===== src/rtl/lc3x_ram.sv =====
module lc3x_ram #(
  parameter int WIDTH = 16,
  parameter int DEPTH = 256
) (
  input  logic                     clk,
  input  logic                     wr_en,
  input  logic [$clog2(DEPTH)-1:0] wr_addr,
  input  logic [WIDTH-1:0]         wr_data,
  input  logic                     rd_en,
  input  logic [$clog2(DEPTH)-1:0] rd_addr,
  output logic [WIDTH-1:0]         rd_data
);

  logic [WIDTH-1:0] mem [DEPTH];

  // one write port, one registered read port
  always_ff @(posedge clk) begin
    if (wr_en) begin
      mem[wr_addr] <= wr_data;
    end
    if (rd_en) begin
      rd_data <= mem[rd_addr];
    end
  end

endmodule


===== config.mk =====
export PLATFORM = sky130hd
export DESIGN_NAME = lc3x_ram
export DESIGN_NICKNAME = d
export VERILOG_FILES = /design/src/rtl/lc3x_ram.sv
export SDC_FILE = /design/constraint.sdc
export NUM_CORES = 2
export LEC_CHECK = 0
export BUFFER_PORTS_ARGS = -buffer_cell sky130_fd_sc_hd__buf_2
export CAP_MARGIN = 10
export CORE_MARGIN = 5
export CORE_UTILIZATION = 60
export CTS_BUF_LIST = sky130_fd_sc_hd__clkbuf_4 sky130_fd_sc_hd__clkbuf_8
export CTS_CLUSTER_DIAMETER = 30
export DETAILED_ROUTE_END_ITERATION = 8
export PLACE_DENSITY = 0.79
export SLEW_MARGIN = 30
export SYNTH_ARGS = -nofsm -noshare
export SYNTH_HDL_FRONTEND = slang
export SYNTH_SLANG_ARGS = --single-unit

===== constraint.sdc =====
create_clock -name clk -period 3.1 [get_ports clk]
set_input_delay 0.465 -clock clk [delete_from_list [all_inputs] [get_ports clk]]
set_output_delay 0.465 -clock clk [all_outputs]
set_load 0.02 [all_outputs]

==> impl_metrics.ini <==
[timing]
finalHoldViolCount = 0
fin_crit_sh_pct = 95.0
clock_skew_ns = 0.0689
worst_pin_slew_ns = 1.14
fin_ws_ns = 0.156
max_clock_freq_mhz = 340
finalSetupViolCount = 0
relSlewSlack_pct = 23.5
min_period_ns = 2.94
rsz0062_at_grt = no
drv_slew = 0

[synthesis]
post-synth-top-count-cell = edfxtp_1
synth_top_area_cell = edfxtp_1
yosysTopAreaCellShare_pct = 77.7
synth_nets = 7395
synth.distinct_cells = 51
synth_ff_type = edfxtp_1
synth.area.top_cells = edfxtp_1, mux4_2, mux2i_1
yosys_warnings = 0
synth.avg_cell_area_um2 = 21.6
async_reset_ff_share_pct = 0
synth-seq-cells = 4112
netlist_area_um2 = 159000
synth-edff-count = 4112
synth_cells = 7360
ys_top_cells_by_count = edfxtp_1, mux4_2, mux2i_1
yosysSeqAreaShare_pct = 77.7

[drt]
drt_pre_antenna_iters = 9
wl_um = 420000
antenna_left = 0
route.vias.total = 85000
routedWlPerCell_um = 33.2
drc = 0
drt_iter0_markers = 12800
vias_per_cell = 6.72

[grt]
grt_usage_pct = 30.3
antenna_found_initial = 23
gr-total-overflow = 0
grt_pass1_vias = 86000
grt_pass1_wl_um = 602000
grt_max_degree = 112

[setup_path]
path_cells = mux4_2 > mux2_2 > a22oi_1 > nand2_1 > o32ai_2 > buf_4 > nor4_1
critical_path_class = flop to flop
crit_arrival_ns = 3.77
endpoint_kind = flop
path_max_fanout = 1
worstSetupStartpointType = flop
slowest_stage = o32ai_2
critPathMaxStageDelay_ns = 0.55
cp.required_ns = 3.92

[floorplan]
ios = 51
start_util_pct = 60.1
die_y_um = 525
fp-row-count = 189
die_x_um = 525
coreArea_um2 = 264000
floorplan.die_area_um2 = 275000

[place]
dp.cells = 11400
dpl.hpwl_um = 255000
pre_cts_ws_ns = -0.834
portBuffers = 50
routabilityCongestion = 0.979

[clock_tree]
htree_num_levels = 6
cts_root_buf = clkbuf_8
cts.path.max_buffers = 4
cts.clk_slew.worst_paths_ns = 0.06
clkSinkCount = 4112
numCtsBuffers = 681
cts_tree = done
clk_latency_ns = 1.09

[pwr]
power_density_nw_per_um2 = 632
ir_drop_mv = 0.465
leakage_nw = 60.2

[final_layout]
instances_no_fill = 12600
nNetsFinal = 8600
final_layout_size_suffix_gt1_share_pct = 32.3
area_delta_synth_final_pct = 15.7

[run]
cap_viol_max_count = 0

[worst_hold_path]
hold_path_class = primary input to flop

[outcome]
status = finished, final reports clean
[final cells by class]
| type | count | area, um^2 |
|---|---|---|
| diodes | 19 | 47.5 |
| clock buffers | 847 | 10700 |
| clock inverters | 360 | 3170 |
| fillers | 15000 | 80600 |
| inverters | 4 | 27.5 |
| multi-input cells | 2792 | 32800 |
| flip-flops and latches | 4112 | 123000 |
| well taps | 3533 | 4420 |
| repair buffers | 974 | 9140 |
[metal layers]
metal	global-route usage, %	wire length (um)
met1	40.5	142000
met5	0	64
met3	7.66	54800
met4	16.6	26500
met2	46.4	197000
[power breakdown]
part | internal [W] | leakage [nW] | switching (W) | total [W]
logic | 0.00241 | 16.1 | 0.00399 | 0.00640
clock network | 0.0265 | 7.16 | 0.0219 | 0.0484
registers | 0.0613 | 37.0 | 0.0000690 | 0.0614
[worst paths after layout]
| path | cells after the start | slack [ns] | start | to |
|---|---|---|---|---|
| max | 7 | 0.16 | mem[4][8]$_DFFE_PP_ | rd_data[8]$_DFFE_PP_ |
| min | 3 | 0.23 | wr_addr[6] | mem[209][10]$_DFFE_PP_ |
| max reg2reg | 7 | 0.16 | mem[4][8]$_DFFE_PP_ | rd_data[8]$_DFFE_PP_ |
| min reg2reg | 6 | 1.20 | mem[98][0]$_DFFE_PP_ | rd_data[0]$_DFFE_PP_ |
[flip-flops by register name, indices dropped and copies added, names as in the netlist]
name	cells
mem	4096
rd_data	16
[worst max-delay path, delay by kind of cell (launching register included)]
family | cells | cell delay, ns
buf+inv | 1 | 0.23
compound gates | 2 | 0.89
flops | 1 | 0.40
simple gates | 2 | 0.39
mux | 2 | 0.77
[metrics by stage]
step	setup TNS (ns)	total power [W]	hold slack, ns	utilization, %	cell area (um^2)
5_1_grt	0	0.120	0.199	69.5	184000
2_1_floorplan	0	0.0656	0.564	-	159000
3_5_place_dp	-7.33	0.0688	0.863	64.2	170000
4_1_cts	0	0.116	0.149	69.5	184000
6_report	0	0.116	0.227	69.5	184000
3_3_place_gp	-7.00	0.0686	0.861	64.2	170000
[cell families after synthesis]
family	share of synthesized area [%]
AO/OA/AOI/OAI	3.53
buffers and inverters	1.69
flip-flops	77.7
multiplexers	15.5
AND/OR/NAND/NOR	1.57
[layout by cell type (no fill, tap or decap), drive strengths merged, types with 44 or more instances in the layout]
master	Yosys	layout
mux4	797	797
buf	222	957
mux2	88	88
o221ai	253	253
inv	4	44
nor3	92	92
a21oi	175	175
mux2i	565	565
o22ai	148	148
clkbuf	230	847
edfxtp	4112	4112
clkinv	0	243
nor2	304	304
[what timing repair did]
action                                 4_1_cts  5_1_grt
hold buffers                                17        0
setup endpoints to repair                    1        0
resized for setup                            1        0
endpoints found under the hold margin      973        0
buffers inserted                             0        0
(Power assumes the default switching activity.)
